### src/hrbp_pkg.sv
`timescale 1ns / 1ps
// Shared types, character constants and helper functions for the HTTP request byte parser.
// No dependencies; imported by every module of the block.
package hrbp_pkg;

  localparam int LENGTH_BITS_DEF = 32;
  localparam int OUT_LEN_W       = 32;
  localparam int KEY_LEN         = 14;

  localparam logic [7:0] CH_QUEST = 8'h3F;
  localparam logic [7:0] CH_AMP   = 8'h26;
  localparam logic [7:0] CH_EQ    = 8'h3D;
  localparam logic [7:0] CH_COLON = 8'h3A;
  localparam logic [7:0] CH_SLASH = 8'h2F;
  localparam logic [7:0] CH_DOT   = 8'h2E;
  localparam logic [7:0] CH_CR    = 8'h0D;
  localparam logic [7:0] CH_LF    = 8'h0A;
  localparam logic [7:0] CH_PLUS  = 8'h2B;
  localparam logic [7:0] CH_MINUS = 8'h2D;

  typedef enum logic [4:0] {
    ST_START          = 5'd0,
    ST_METHOD         = 5'd1,
    ST_BEFORE_URI     = 5'd2,
    ST_IN_URI         = 5'd3,
    ST_BEFORE_PKEY    = 5'd4,
    ST_IN_PKEY        = 5'd5,
    ST_BEFORE_PVAL    = 5'd6,
    ST_IN_PVAL        = 5'd7,
    ST_BEFORE_PROTO   = 5'd8,
    ST_IN_PROTO       = 5'd9,
    ST_BEFORE_VER     = 5'd10,
    ST_IN_VER         = 5'd11,
    ST_VER_SPLIT      = 5'd12,
    ST_CR             = 5'd13,
    ST_CRLF           = 5'd14,
    ST_CRLFCR         = 5'd15,
    ST_HKEY           = 5'd16,
    ST_H_BEFORE_COLON = 5'd17,
    ST_H_AFTER_COLON  = 5'd18,
    ST_HVAL           = 5'd19,
    ST_BODY           = 5'd20,
    ST_COMPLETE       = 5'd21,
    ST_INVALID        = 5'd22
  } state_e;

  typedef enum logic [3:0] {
    ROLE_DELIM  = 4'd0,
    ROLE_METHOD = 4'd1,
    ROLE_PATH   = 4'd2,
    ROLE_PKEY   = 4'd3,
    ROLE_PVAL   = 4'd4,
    ROLE_PROTO  = 4'd5,
    ROLE_VER    = 4'd6,
    ROLE_HKEY   = 4'd7,
    ROLE_HVAL   = 4'd8,
    ROLE_BODY   = 4'd9
  } role_e;

  typedef enum logic [1:0] {
    VP_SKIP   = 2'd0,
    VP_DIGITS = 2'd1,
    VP_DONE   = 2'd2
  } vphase_e;

  // Commands from the state machine to the length tracker
  typedef struct packed {
    logic key_start;  // first header key byte: clear matcher, then match
    logic key_byte;   // further header key byte
    logic key_end;    // key closed by colon or blank
    logic val_byte;   // header value byte
    logic val_stop;   // header line ended
    logic body_start; // blank line seen
    logic body_byte;  // body byte
  } len_ctl_t;

  // Status from the length tracker to the state machine
  typedef struct packed {
    logic len_nonzero; // a length is present and above zero
    logic body_done;   // this body byte brings the count to the length
  } len_sts_t;

  function automatic logic is_blank(input logic [7:0] c);
    return (c == 8'h20) || (c == 8'h09);
  endfunction

  function automatic logic is_upper(input logic [7:0] c);
    return c inside {[8'h41:8'h5A]};
  endfunction

  function automatic logic is_alpha(input logic [7:0] c);
    return (c inside {[8'h41:8'h5A]}) || (c inside {[8'h61:8'h7A]});
  endfunction

  function automatic logic is_digit(input logic [7:0] c);
    return c inside {[8'h30:8'h39]};
  endfunction

  function automatic logic is_space(input logic [7:0] c);
    return (c == 8'h20) || (c inside {[8'h09:8'h0D]});
  endfunction

  // "Content-Length", one character per match position
  function automatic logic [7:0] key_char(input logic [3:0] pos);
    logic [7:0] ch;
    case (pos)
      4'd0:    ch = 8'h43; // C
      4'd1:    ch = 8'h6F; // o
      4'd2:    ch = 8'h6E; // n
      4'd3:    ch = 8'h74; // t
      4'd4:    ch = 8'h65; // e
      4'd5:    ch = 8'h6E; // n
      4'd6:    ch = 8'h74; // t
      4'd7:    ch = 8'h2D; // -
      4'd8:    ch = 8'h4C; // L
      4'd9:    ch = 8'h65; // e
      4'd10:   ch = 8'h6E; // n
      4'd11:   ch = 8'h67; // g
      4'd12:   ch = 8'h74; // t
      4'd13:   ch = 8'h68; // h
      default: ch = 8'h00;
    endcase
    return ch;
  endfunction

endpackage

### src/hrbp_fsm.sv
`timescale 1ns / 1ps
// Next-state logic of the request machine: state, byte role, token end and tracker commands.
// Depends on hrbp_pkg.
module hrbp_fsm (
  input  hrbp_pkg::state_e   state_i,
  input  logic [7:0]         data_i,
  input  hrbp_pkg::len_sts_t sts_i,
  output hrbp_pkg::state_e   state_o,
  output hrbp_pkg::role_e    role_o,
  output logic               closes_o,
  output hrbp_pkg::len_ctl_t ctl_o
);
  import hrbp_pkg::*;

  always_comb begin
    state_o  = state_i;
    role_o   = ROLE_DELIM;
    closes_o = 1'b0;
    ctl_o    = '0;
    case (state_i)
      ST_START: begin
        role_o = ROLE_METHOD;
        if (is_upper(data_i)) state_o = ST_METHOD;
      end
      ST_METHOD: begin
        if (is_blank(data_i)) begin
          state_o  = ST_BEFORE_URI;
          closes_o = 1'b1;
        end else begin
          role_o = ROLE_METHOD;
        end
      end
      ST_BEFORE_URI: begin
        if (data_i == CH_SLASH) begin
          state_o = ST_IN_URI;
          role_o  = ROLE_PATH;
        end
      end
      ST_IN_URI: begin
        if (is_blank(data_i)) begin
          state_o  = ST_BEFORE_PROTO;
          closes_o = 1'b1;
        end else if (data_i == CH_QUEST) begin
          state_o  = ST_BEFORE_PKEY;
          closes_o = 1'b1;
        end else begin
          role_o = ROLE_PATH;
        end
      end
      ST_BEFORE_PKEY: begin
        if (is_blank(data_i) || data_i == CH_CR || data_i == CH_LF) begin
          state_o = ST_INVALID;
        end else begin
          state_o = ST_IN_PKEY;
          role_o  = ROLE_PKEY;
        end
      end
      ST_IN_PKEY: begin
        if (data_i == CH_EQ) begin
          state_o  = ST_BEFORE_PVAL;
          closes_o = 1'b1;
        end else begin
          role_o = ROLE_PKEY;
        end
      end
      ST_BEFORE_PVAL: begin
        if (is_blank(data_i) || data_i == CH_CR || data_i == CH_LF) begin
          state_o = ST_INVALID;
        end else begin
          state_o = ST_IN_PVAL;
          role_o  = ROLE_PVAL;
        end
      end
      ST_IN_PVAL: begin
        if (data_i == CH_AMP) begin
          state_o  = ST_BEFORE_PKEY;
          closes_o = 1'b1;
        end else if (is_blank(data_i)) begin
          state_o  = ST_BEFORE_PROTO;
          closes_o = 1'b1;
        end else begin
          role_o = ROLE_PVAL;
        end
      end
      ST_BEFORE_PROTO: begin
        if (is_alpha(data_i)) begin
          state_o = ST_IN_PROTO;
          role_o  = ROLE_PROTO;
        end
      end
      ST_IN_PROTO: begin
        if (data_i == CH_SLASH) begin
          state_o  = ST_BEFORE_VER;
          closes_o = 1'b1;
        end else begin
          role_o = ROLE_PROTO;
        end
      end
      ST_BEFORE_VER, ST_VER_SPLIT: begin
        if (is_digit(data_i)) begin
          state_o = ST_IN_VER;
          role_o  = ROLE_VER;
        end else begin
          state_o = ST_INVALID;
        end
      end
      ST_IN_VER: begin
        if (data_i == CH_CR) begin
          state_o  = ST_CR;
          closes_o = 1'b1;
        end else begin
          role_o = ROLE_VER;
          if (data_i == CH_DOT) state_o = ST_VER_SPLIT;
        end
      end
      ST_CR: begin
        state_o = (data_i == CH_LF) ? ST_CRLF : ST_INVALID;
      end
      ST_CRLF: begin
        if (is_blank(data_i)) begin
          state_o = ST_INVALID;
        end else if (data_i == CH_CR) begin
          state_o = ST_CRLFCR;
        end else begin
          state_o         = ST_HKEY;
          role_o          = ROLE_HKEY;
          ctl_o.key_start = 1'b1;
        end
      end
      ST_HKEY: begin
        if (data_i == CH_COLON) begin
          state_o       = ST_H_AFTER_COLON;
          closes_o      = 1'b1;
          ctl_o.key_end = 1'b1;
        end else if (is_blank(data_i)) begin
          state_o       = ST_H_BEFORE_COLON;
          closes_o      = 1'b1;
          ctl_o.key_end = 1'b1;
        end else begin
          role_o         = ROLE_HKEY;
          ctl_o.key_byte = 1'b1;
        end
      end
      ST_H_BEFORE_COLON: begin
        if (data_i == CH_COLON) state_o = ST_H_AFTER_COLON;
        else if (!is_blank(data_i)) state_o = ST_INVALID;
      end
      ST_H_AFTER_COLON: begin
        if (!is_blank(data_i)) begin
          state_o        = ST_HVAL;
          role_o         = ROLE_HVAL;
          ctl_o.val_byte = 1'b1;
        end
      end
      ST_HVAL: begin
        if (data_i == CH_CR) begin
          state_o        = ST_CR;
          closes_o       = 1'b1;
          ctl_o.val_stop = 1'b1;
        end else begin
          role_o         = ROLE_HVAL;
          ctl_o.val_byte = 1'b1;
        end
      end
      ST_CRLFCR: begin
        if (data_i == CH_LF) begin
          ctl_o.body_start = 1'b1;
          state_o = sts_i.len_nonzero ? ST_BODY : ST_COMPLETE;
        end
      end
      ST_BODY: begin
        role_o          = ROLE_BODY;
        ctl_o.body_byte = 1'b1;
        if (sts_i.body_done) state_o = ST_COMPLETE;
      end
      default: begin
        state_o = state_i;
      end
    endcase
  end

endmodule

### src/hrbp_len.sv
`timescale 1ns / 1ps
// Content-Length tracker: key matcher, saturating decimal value parser and body byte counter.
// Depends on hrbp_pkg.
module hrbp_len #(
  parameter int LENGTH_BITS = hrbp_pkg::LENGTH_BITS_DEF
) (
  input  logic                          clk_i,
  input  logic                          rst_ni,
  input  logic                          en_i,
  input  logic                          restart_i,
  input  logic [7:0]                    data_i,
  input  hrbp_pkg::len_ctl_t            ctl_i,
  output hrbp_pkg::len_sts_t            sts_o,
  output logic [hrbp_pkg::OUT_LEN_W-1:0] length_o
);
  import hrbp_pkg::*;

  localparam int                     WideW  = LENGTH_BITS + 4;
  localparam logic [LENGTH_BITS-1:0] LenMax = '1;

  logic [3:0]             pos_q, pos_d, pos_c;
  logic                   mism_q, mism_d, mism_c;
  logic                   vil_q, vil_d, vil_c;
  logic                   lp_q, lp_d, lp_c;
  vphase_e                vph_q, vph_d, vph_c;
  logic [LENGTH_BITS-1:0] blen_q, blen_d, blen_c;
  logic [LENGTH_BITS-1:0] bcnt_q, bcnt_d, bcnt_c, bcnt_inc;
  logic [3:0]             pos_b;
  logic                   mism_b;
  logic [WideW-1:0]       blen_ext, blen_mac;
  logic [LENGTH_BITS-1:0] blen_sat;

  // restart clears the tracker before the current byte is applied
  assign pos_c  = restart_i ? '0 : pos_q;
  assign mism_c = restart_i ? 1'b0 : mism_q;
  assign vil_c  = restart_i ? 1'b0 : vil_q;
  assign lp_c   = restart_i ? 1'b0 : lp_q;
  assign vph_c  = restart_i ? VP_SKIP : vph_q;
  assign blen_c = restart_i ? '0 : blen_q;
  assign bcnt_c = restart_i ? '0 : bcnt_q;

  assign pos_b  = ctl_i.key_start ? '0 : pos_c;
  assign mism_b = ctl_i.key_start ? 1'b0 : mism_c;

  // length * 10 + digit, clamped to the all-ones value
  assign blen_ext = {4'b0, blen_c};
  assign blen_mac = (blen_ext << 3) + (blen_ext << 1) + {{LENGTH_BITS{1'b0}}, data_i[3:0]};
  assign blen_sat = (blen_mac > {4'b0, LenMax}) ? LenMax : blen_mac[LENGTH_BITS-1:0];

  assign bcnt_inc = (bcnt_c != LenMax) ? bcnt_c + 1'b1 : bcnt_c;

  assign sts_o.len_nonzero = lp_c && (blen_c != '0);
  assign sts_o.body_done   = bcnt_inc >= blen_c;

  always_comb begin
    pos_d  = pos_c;
    mism_d = mism_c;
    vil_d  = vil_c;
    lp_d   = lp_c;
    vph_d  = vph_c;
    blen_d = blen_c;
    bcnt_d = bcnt_c;

    if (ctl_i.key_start || ctl_i.key_byte) begin
      if (ctl_i.key_start) vil_d = 1'b0;
      if (pos_b < 4'(KEY_LEN) && data_i == key_char(pos_b)) begin
        pos_d  = pos_b + 4'd1;
        mism_d = mism_b;
      end else begin
        pos_d  = pos_b;
        mism_d = 1'b1;
      end
    end

    if (ctl_i.key_end) begin
      vil_d = !mism_c && (pos_c == 4'(KEY_LEN));
      if (vil_d) begin
        lp_d   = 1'b1;
        blen_d = '0;
        vph_d  = VP_SKIP;
      end
    end

    if (ctl_i.val_byte && vil_c && vph_c != VP_DONE) begin
      if (is_digit(data_i)) begin
        blen_d = blen_sat;
        vph_d  = VP_DIGITS;
      end else if (vph_c == VP_SKIP && is_space(data_i)) begin
        vph_d = VP_SKIP;
      end else if (vph_c == VP_SKIP && data_i == CH_PLUS) begin
        vph_d = VP_DIGITS;
      end else if (vph_c == VP_SKIP && data_i == CH_MINUS) begin
        blen_d = '0;
        vph_d  = VP_DONE;
      end else begin
        vph_d = VP_DONE;
      end
    end

    if (ctl_i.val_stop) vil_d = 1'b0;
    if (ctl_i.body_start) bcnt_d = '0;
    if (ctl_i.body_byte) bcnt_d = bcnt_inc;
  end

  always_ff @(posedge clk_i or negedge rst_ni) begin
    if (!rst_ni) begin
      pos_q  <= '0;
      mism_q <= 1'b0;
      vil_q  <= 1'b0;
      lp_q   <= 1'b0;
      vph_q  <= VP_SKIP;
      blen_q <= '0;
      bcnt_q <= '0;
    end else if (en_i) begin
      pos_q  <= pos_d;
      mism_q <= mism_d;
      vil_q  <= vil_d;
      lp_q   <= lp_d;
      vph_q  <= vph_d;
      blen_q <= blen_d;
      bcnt_q <= bcnt_d;
    end
  end

  // reported length: clamp or widen to the fixed output width
  if (LENGTH_BITS > OUT_LEN_W) begin : g_len_clamp
    assign length_o = (|blen_d[LENGTH_BITS-1:OUT_LEN_W]) ? '1 : blen_d[OUT_LEN_W-1:0];
  end else if (LENGTH_BITS == OUT_LEN_W) begin : g_len_same
    assign length_o = blen_d;
  end else begin : g_len_widen
    assign length_o = {{(OUT_LEN_W - LENGTH_BITS){1'b0}}, blen_d};
  end

endmodule

### src/http_request_byte_parser.sv
`timescale 1ns / 1ps
// Top level of the HTTP request byte parser: input register, state register, result register.
// Depends on hrbp_pkg, hrbp_fsm and hrbp_len.

// One request byte enters per clock while neither side stalls, and one result leaves per byte,
// in order. A byte is held in an input register. Once the result register is free or being
// emptied, the request machine and the Content-Length tracker update in a single pass, and
// the result is captured in the output register. The sustained rate is one byte per cycle.
// That figure is set by the state update, whose longest path is the length accumulate (times
// ten plus digit, with clamp). Both sides stall independently: when the result is not taken,
// the held byte waits, and the input side closes only once the input register is full. tuser
// carries restart, which returns the machine to its start state before that byte; tlast marks
// the last byte of a chunk and is echoed on the result. Complete and invalid stay until
// restart. A body length wider than 32 bits shows as all ones on the result.
module http_request_byte_parser #(
  parameter int LENGTH_BITS = hrbp_pkg::LENGTH_BITS_DEF
) (
  input  logic        clk_i,
  input  logic        rst_ni,
  input  logic        s_axis_tvalid,
  output logic        s_axis_tready,
  input  logic [7:0]  s_axis_tdata,  // [7:0] data_byte
  input  logic        s_axis_tuser,  // [0] restart
  input  logic        s_axis_tlast,  // chunk_last
  output logic        m_axis_tvalid,
  input  logic        m_axis_tready,
  output logic [47:0] m_axis_tdata,  // [4:0] parse_state, [8:5] byte_role, [9] closes_token,
                                     // [41:10] length_value, [42] request_ok, [47:43] zero
  output logic        m_axis_tlast   // chunk_done
);
  import hrbp_pkg::*;

  logic                 in_valid_q;
  logic [7:0]           byte_q;
  logic                 restart_q;
  logic                 last_q;
  logic                 adv;

  state_e               state_q, state_c, state_d;
  role_e                role_d;
  logic                 closes_d;
  len_ctl_t             ctl;
  len_sts_t             sts;
  logic [OUT_LEN_W-1:0] len_d;

  logic                 out_valid_q;
  state_e               st_out_q;
  role_e                role_out_q;
  logic                 closes_out_q;
  logic [OUT_LEN_W-1:0] len_out_q;
  logic                 ok_out_q;
  logic                 last_out_q;

  // advance the held request when the result register is free or being emptied
  assign adv           = in_valid_q && (!out_valid_q || m_axis_tready);
  assign s_axis_tready = !in_valid_q || adv;

  always_ff @(posedge clk_i or negedge rst_ni) begin
    if (!rst_ni) begin
      in_valid_q <= 1'b0;
    end else if (s_axis_tready) begin
      in_valid_q <= s_axis_tvalid;
    end
  end

  always_ff @(posedge clk_i) begin
    if (s_axis_tready && s_axis_tvalid) begin
      byte_q    <= s_axis_tdata;
      restart_q <= s_axis_tuser;
      last_q    <= s_axis_tlast;
    end
  end

  // restart takes effect before the byte it comes with
  assign state_c = restart_q ? ST_START : state_q;

  hrbp_fsm u_fsm (
    .state_i  (state_c),
    .data_i   (byte_q),
    .sts_i    (sts),
    .state_o  (state_d),
    .role_o   (role_d),
    .closes_o (closes_d),
    .ctl_o    (ctl)
  );

  hrbp_len #(
    .LENGTH_BITS (LENGTH_BITS)
  ) u_len (
    .clk_i     (clk_i),
    .rst_ni    (rst_ni),
    .en_i      (adv),
    .restart_i (restart_q),
    .data_i    (byte_q),
    .ctl_i     (ctl),
    .sts_o     (sts),
    .length_o  (len_d)
  );

  always_ff @(posedge clk_i or negedge rst_ni) begin
    if (!rst_ni) begin
      state_q <= ST_START;
    end else if (adv) begin
      state_q <= state_d;
    end
  end

  // result register: fill on advance, drop once taken
  always_ff @(posedge clk_i or negedge rst_ni) begin
    if (!rst_ni) begin
      out_valid_q <= 1'b0;
    end else if (adv) begin
      out_valid_q <= 1'b1;
    end else if (m_axis_tready) begin
      out_valid_q <= 1'b0;
    end
  end

  always_ff @(posedge clk_i) begin
    if (adv) begin
      st_out_q     <= state_d;
      role_out_q   <= role_d;
      closes_out_q <= closes_d;
      len_out_q    <= len_d;
      ok_out_q     <= (state_d == ST_COMPLETE) || (state_d == ST_BODY);
      last_out_q   <= last_q;
    end
  end

  assign m_axis_tvalid = out_valid_q;
  assign m_axis_tdata  = {5'b0, ok_out_q, len_out_q, closes_out_q, role_out_q, st_out_q};
  assign m_axis_tlast  = last_out_q;

  // request_ok must agree with the reported state
  a_ok_matches_state : assert property (@(posedge clk_i) disable iff (!rst_ni)
    out_valid_q |-> (ok_out_q == ((st_out_q == ST_COMPLETE) || (st_out_q == ST_BODY))))
    else $error("request_ok disagrees with parse_state");

  // a token end is always a delimiter byte
  a_close_is_delim : assert property (@(posedge clk_i) disable iff (!rst_ni)
    (out_valid_q && closes_out_q) |-> (role_out_q == ROLE_DELIM))
    else $error("closing byte carries a token role");

  // complete holds until restart
  a_complete_sticky : assert property (@(posedge clk_i) disable iff (!rst_ni)
    (adv && !restart_q && state_q == ST_COMPLETE) |=> (state_q == ST_COMPLETE))
    else $error("complete state left without restart");

  // the input side only closes while a request is held
  a_ready_only_when_full : assert property (@(posedge clk_i) disable iff (!rst_ni)
    !s_axis_tready |-> (in_valid_q && out_valid_q))
    else $error("input stalled without a held request");

endmodule
### config.mk
export PLATFORM = sky130hd
export DESIGN_NAME = http_request_byte_parser
export DESIGN_NICKNAME = d
export VERILOG_FILES = /design/src/hrbp_pkg.sv /design/src/hrbp_fsm.sv /design/src/hrbp_len.sv /design/src/http_request_byte_parser.sv
export SDC_FILE = /design/constraint.sdc
export NUM_CORES = 1
export LEC_CHECK = 0
export BUFFER_PORTS_ARGS = -buffer_cell sky130_fd_sc_hd__buf_4
export CAP_MARGIN = 20
export CORE_AREA = 5 5 207 129
export DETAILED_ROUTE_END_ITERATION = 7
export DIE_AREA = 0 0 212 134
export PLACE_DENSITY = 0.66
export SYNTH_ARGS = -nofsm -noshare
export SYNTH_HDL_FRONTEND = slang
export SYNTH_HIERARCHICAL = 1
export SYNTH_SLANG_ARGS = --single-unit
export TNS_END_PERCENT = 30
### constraint.sdc
create_clock -name clk_i -period 6.65 [get_ports clk_i]
set_clock_uncertainty 0.1 [all_clocks]
set_input_delay 0.3325 -clock clk_i [delete_from_list [all_inputs] [get_ports clk_i]]
set_output_delay 0.3325 -clock clk_i [all_outputs]
set_load 0.02 [all_outputs]
Yosys cells after proc, flatten, opt, wreduce, memory -nomap -nowiden
Memory sizes are Yosys's and may differ from the RTL's. Cells that the tools add are included.

Register bits after elaboration: 134. Memory bits (read-only): 112. Input port bits: 14. Output and inout port bits: 51. Logic and storage cells: 213. Memories kept: 1.

Memory list: (name not given) (depth 16, bits a word 7, rd ports 1, clocked after memory_dff 0, wr ports 0, RTL line hrbp_pkg.sv:106) `case (pos)`.

Add/subtract/negate cells: 4. Magnitude comparators: 11. Equal/unequal tests: 38. Multiplexer cells: 108. Reductions and logical operators: 32.

Operators by type and width (count): 32-bit 2-to-1 mux (13); 5-bit 2-to-1 mux (27); 5-bit case mux with 20 select lines (1); 8-bit by 6-bit equality test with 1-bit output (second input constant) (9); 4-bit case mux with 17 select lines (1); 5-bit by 4-bit equality test with 1-bit output (second input constant) (8); 4-bit 2-to-1 mux (10); 35-bit by 33-bit adder with 36-bit output (1); 36-bit by 4-bit adder with 36-bit output (1); 36-bit by 32-bit greater-than comparator with 1-bit output (second input constant) (1); 5-bit equality test (second input constant) (7); 1-bit 2-to-1 mux (33); 32-bit by 1-bit adder with 32-bit output (second input constant) (1); 32-bit greater-or-equal comparator (1); 32-bit != test (second input constant) (1); 32-bit nonzero test (1); 8-bit by 4-bit equality test with 1-bit output (second input constant) (3); 2-bit 2-to-1 mux (12); 3-bit 2-to-1 mux (8); 5-bit by 3-bit equality test with 1-bit output (second input constant) (4); 8-bit by 7-bit greater-or-equal comparator with 1-bit output (second input constant) (2); 8-bit by 7-bit less-or-equal comparator with 1-bit output (second input constant) (2); 1-bit logical AND (14); 5-bit by 2-bit equality test with 1-bit output (second input constant) (2); 19 further kinds (30).

Longest topological paths before layout
Depth in word-level cells: 11. Mapped depth: 26. Mapped depth without buffers: 24.

Modules after synthesis
The synthesis kept the hierarchy.

Modules (own cells, without submodules): hrbp_len (times used 1, cells each 1103, area each 8514.4 µm², sequential area each 1826.8 µm²); http_request_byte_parser (times used 1, cells each 88, area each 2024.4 µm², sequential area each 1796.7 µm²); hrbp_fsm (times used 1, cells each 223, area each 1536.5 µm², sequential area each 0.0 µm²).

Worst setup path before layout
No wires, ideal clock.

Path type: register -> register. From: reg restart_q. To: reg state_q[3]. Library setup time: 0.125 ns. Arrival: 5.006 ns. Data required time: 6.425 ns. Setup slack: 1.419 ns. Cell stages (with the launch flop): 25. Buffers on the path: 2. Period minus slack after synthesis: 5.231 ns. Path through: edfxtp_1 > buf_6 > clkbuf_1 > nor2b_1 > ha_1 > nand3b_1 > nor4_1 > nand4_2 > nand4b_2 > or3_1 > nor3b_1 > nand3_1 > xnor2_1 > ha_1 > nand4_1 > nor2_1 > nand2_1 > or3_1 > a2111o_1 > o211ai_1 > nand4b_1 > o211ai_1 > o41ai_1 > nand4_1 > mux2_4.

RTL lines: start, declared (RTL line http_request_byte_parser.sv:35) `logic restart_q;`; start signal, assigned (RTL line http_request_byte_parser.sv:69) `restart_q <= s_axis_tuser;`; end signal, assigned (RTL line http_request_byte_parser.sv:104) `state_q <= state_d;`; end, declared (RTL line http_request_byte_parser.sv:39) `state_e state_q, state_c, state_d;`.

==> reports/metrics.yaml <==
slew_headroom: 0.234
startpoint: "restart_q"
syn_area_per_cell_sq_um: 8.54
synthArstFlopShare: 0.597
cts_tree: "built"
synth_edf_count: 54
yosys.area.top_type: "dfrtp_1"
worstSetupPathType: "reg -> reg"
grt_max_degree: 59
synth_cells: 1414
cts_setup_buffers: 0
arrival_ns: 6.41
cts.path.max_buffers: 2
cts_sinks: 134
dieArea_sq_um: 28400
power.density_nw_per_um2: 161
rsz0062_at_grt: "false"
port_buffers: 59
io_pins: 65
dr_total_vias: 11700
synth_area_sq_um: 12100
grt_antenna_before_repair: 1
clkLatencyLatePin_ns: 0.45
grt_usage: 0.282
fp.coreArea_sq_um: 24700
grt_pass1_vias: 10600
wirelength_um: 40500
fp.dieH_um: 134
worst_setup_path_end_kind: "register"
r2r_start: "restart_q"
dp_hpwl_um: 30200
grt.overflow.total: 0
cpPeakStageDelay_ns: 0.69
synth.top_cell.area_share: 0.166
yosys-top-cells-area: "dfrtp_1 17%, edfxtp_1 13%, ha_1 10%"
rows: 45
drv_slew: 0
synth_most_common_cell: "nand2_1"
die_x_um: 212
status: "finished, final reports clean"
tightestPinTransition_ns: 1.13
ys_warn_count: 6
first_pass_iters: 5
max_cap_violations: 0
yosysSeqAreaShare: 0.300
fin_util: 0.548
crit_chain: "buf_4 -> nand4b_1 -> nor4_1 -> nand4_2 -> nand4b_2 -> or3_1 -> nor3b_1 -> nand3_1 -> xnor2_1 -> ha_1 -> nand4_1 -> nor2_1 -> nand2_1 -> or3_1 -> a2111o_1 -> o211ai_1 -> nand4b_1 -> o211ai_1 -> o41ai_1 -> nand4_1 -> mux2_4"
synth_flop_cell: "dfrtp_1"
num_antenna_cells: 0
total_leakage_power_nw: 6.13
clkTransAtPathRegs_ns: 0.06
fin_crit_ns: 6.19
finalHoldViolCount: 0
critPathLaunchType: "register"
drive_gt1_frac: 0.129
gp_congestion: 1.01
grt_pass1_wl_um: 62600
min_path_type: "in -> reg"
final.period_utilization: 0.930
cts_hold_buf: 12
vdd_ir_drop_max_mv: 0.155
routedWlPerCell_um: 22.6
final-setup-viol-count: 0
ys_types: 105
postRouteAntennaNets: 0
hold_start: "m_axis_tready"
postCtsResizedCells: 0
reg2regPathDepth: 21
htree_levels: 4
ys_ff_latch: 134
detail_route.iter0.violations: 1352
synth_common_cells: "150 x nand2_1, 100 x ha_1, 95 x o21ai_0"
final_nets: 1563
min_path_cells: 3
fmaxAchievable_mhz: 162
cts_buffers: 17
critPathMaxFanout: 13
crit_required_ns: 6.87
root_buffer: "clkbuf_16"
drc_errors: 0
floorplan.initialDensity: 0.489
worst_hold_slack_ns: 0.112
via_per_inst: 6.53
tns_ns: 0
cpMaxStageDelayCell: "edfxtp_1"
area_delta_synth_final_pct: 12.2
[cell usage in the layout (no fill, tap or decap), drive strengths merged, types with 14 or more instances in the layout]
master   instances
nor4            16
xor2            29
inv             62
nor3            36
nor2            83
xnor2           35
dfrtp           80
buf             91
a21oi           86
o21ai          116
ha             100
a2111oi         14
edfxtp          54
o21a            14
a211oi          22
nor2b           25
o31ai           39
a31oi           18
clkbuf          21
a21o            33
nand4           32
o22ai           26
a22o            15
nand2          151
nand3           36
[layout make-up]
type	count	area (sq um)
clock buffer	20	489
clock inverter	12	161
fill	2294	11200
inverter	60	225
multi-input combinational	1131	7820
sequential	134	3620
tap	329	412
timing repair buffer	104	821
[critical path, delay by kind of cell (launching register included)]
family,cells,cell delay [ns]
compound gates,4,0.98
xor+xnor,1,0.16
fa+ha+maj,1,0.30
buf+inv,1,0.28
mux,1,0.36
simple gates,13,3.16
flops,1,0.69
[where the power goes]
group	internal [W]	leakage, nW	total, W	switching (W)
Clock	0.000649	0.318	0.00105	0.000404
Combinational	0.0000720	4.16	0.000214	0.000142
Sequential	0.000888	1.65	0.000909	0.0000214
Total	0.00161	6.13	0.00218	0.000567
[flip-flops by register name, summed over array words and instances (netlist names), 2 cells and up]
register and count:
byte_q 8, u_len/vph_q 2, u_len/pos_q 4, state_q 5
u_len/blen_q 32, len_out_q 32, u_len/bcnt_q 32, st_out_q 5
role_out_q 4
[metal layers]
layer | up-vias | GRT usage | routed length [um] | part of all wire
met5 | - | 0.0155 | 56 | 0.0014
met4 | 2 | 0.0611 | 457 | 0.011
li1 | 5399 | - | - | -
met3 | 34 | 0.0940 | 4760 | 0.12
met1 | 5652 | 0.465 | 20400 | 0.50
met2 | 599 | 0.339 | 14800 | 0.37
[per-stage QoR]
step	cells	total power [W]	worst slack (ns)	area, sq um
CTS	1789	0.00219	0.677	13500
global route	1790	0.00225	0.138	13500
floorplan	1418	0.00105	1.42	12100
detailed placement	1745	0.00113	0.705	12800
global placement	1745	0.00113	0.953	12800
finish	1790	0.00218	0.465	13500
[cell families (layout without fill, tap and decap cells)]
group,count (synthesis),count (layout),share of synthesized area
mux,11,11,0.0113
simple gates,487,487,0.214
flops,134,134,0.300
fa+ha+maj,101,101,0.105
compound gates,463,463,0.264
xor+xnor,64,64,0.0464
other cells,1,5,0.000311
buf+inv,153,196,0.0581
[worst paths after layout]
| path | to | slack (ns) |
|---|---|---|
| min in group asynchronous | u_len/blen_q[22] | 0.23 |
| hold / removal | in_valid_q | 0.11 |
| setup reg to reg | state_q[3] | 0.46 |
| max in group asynchronous | m_axis_tvalid | 5.09 |
| hold reg to reg | m_axis_tlast | 0.33 |
| setup / recovery | state_q[3] | 0.46 |
No activity file was read; power rests on OpenSTA's default activity.
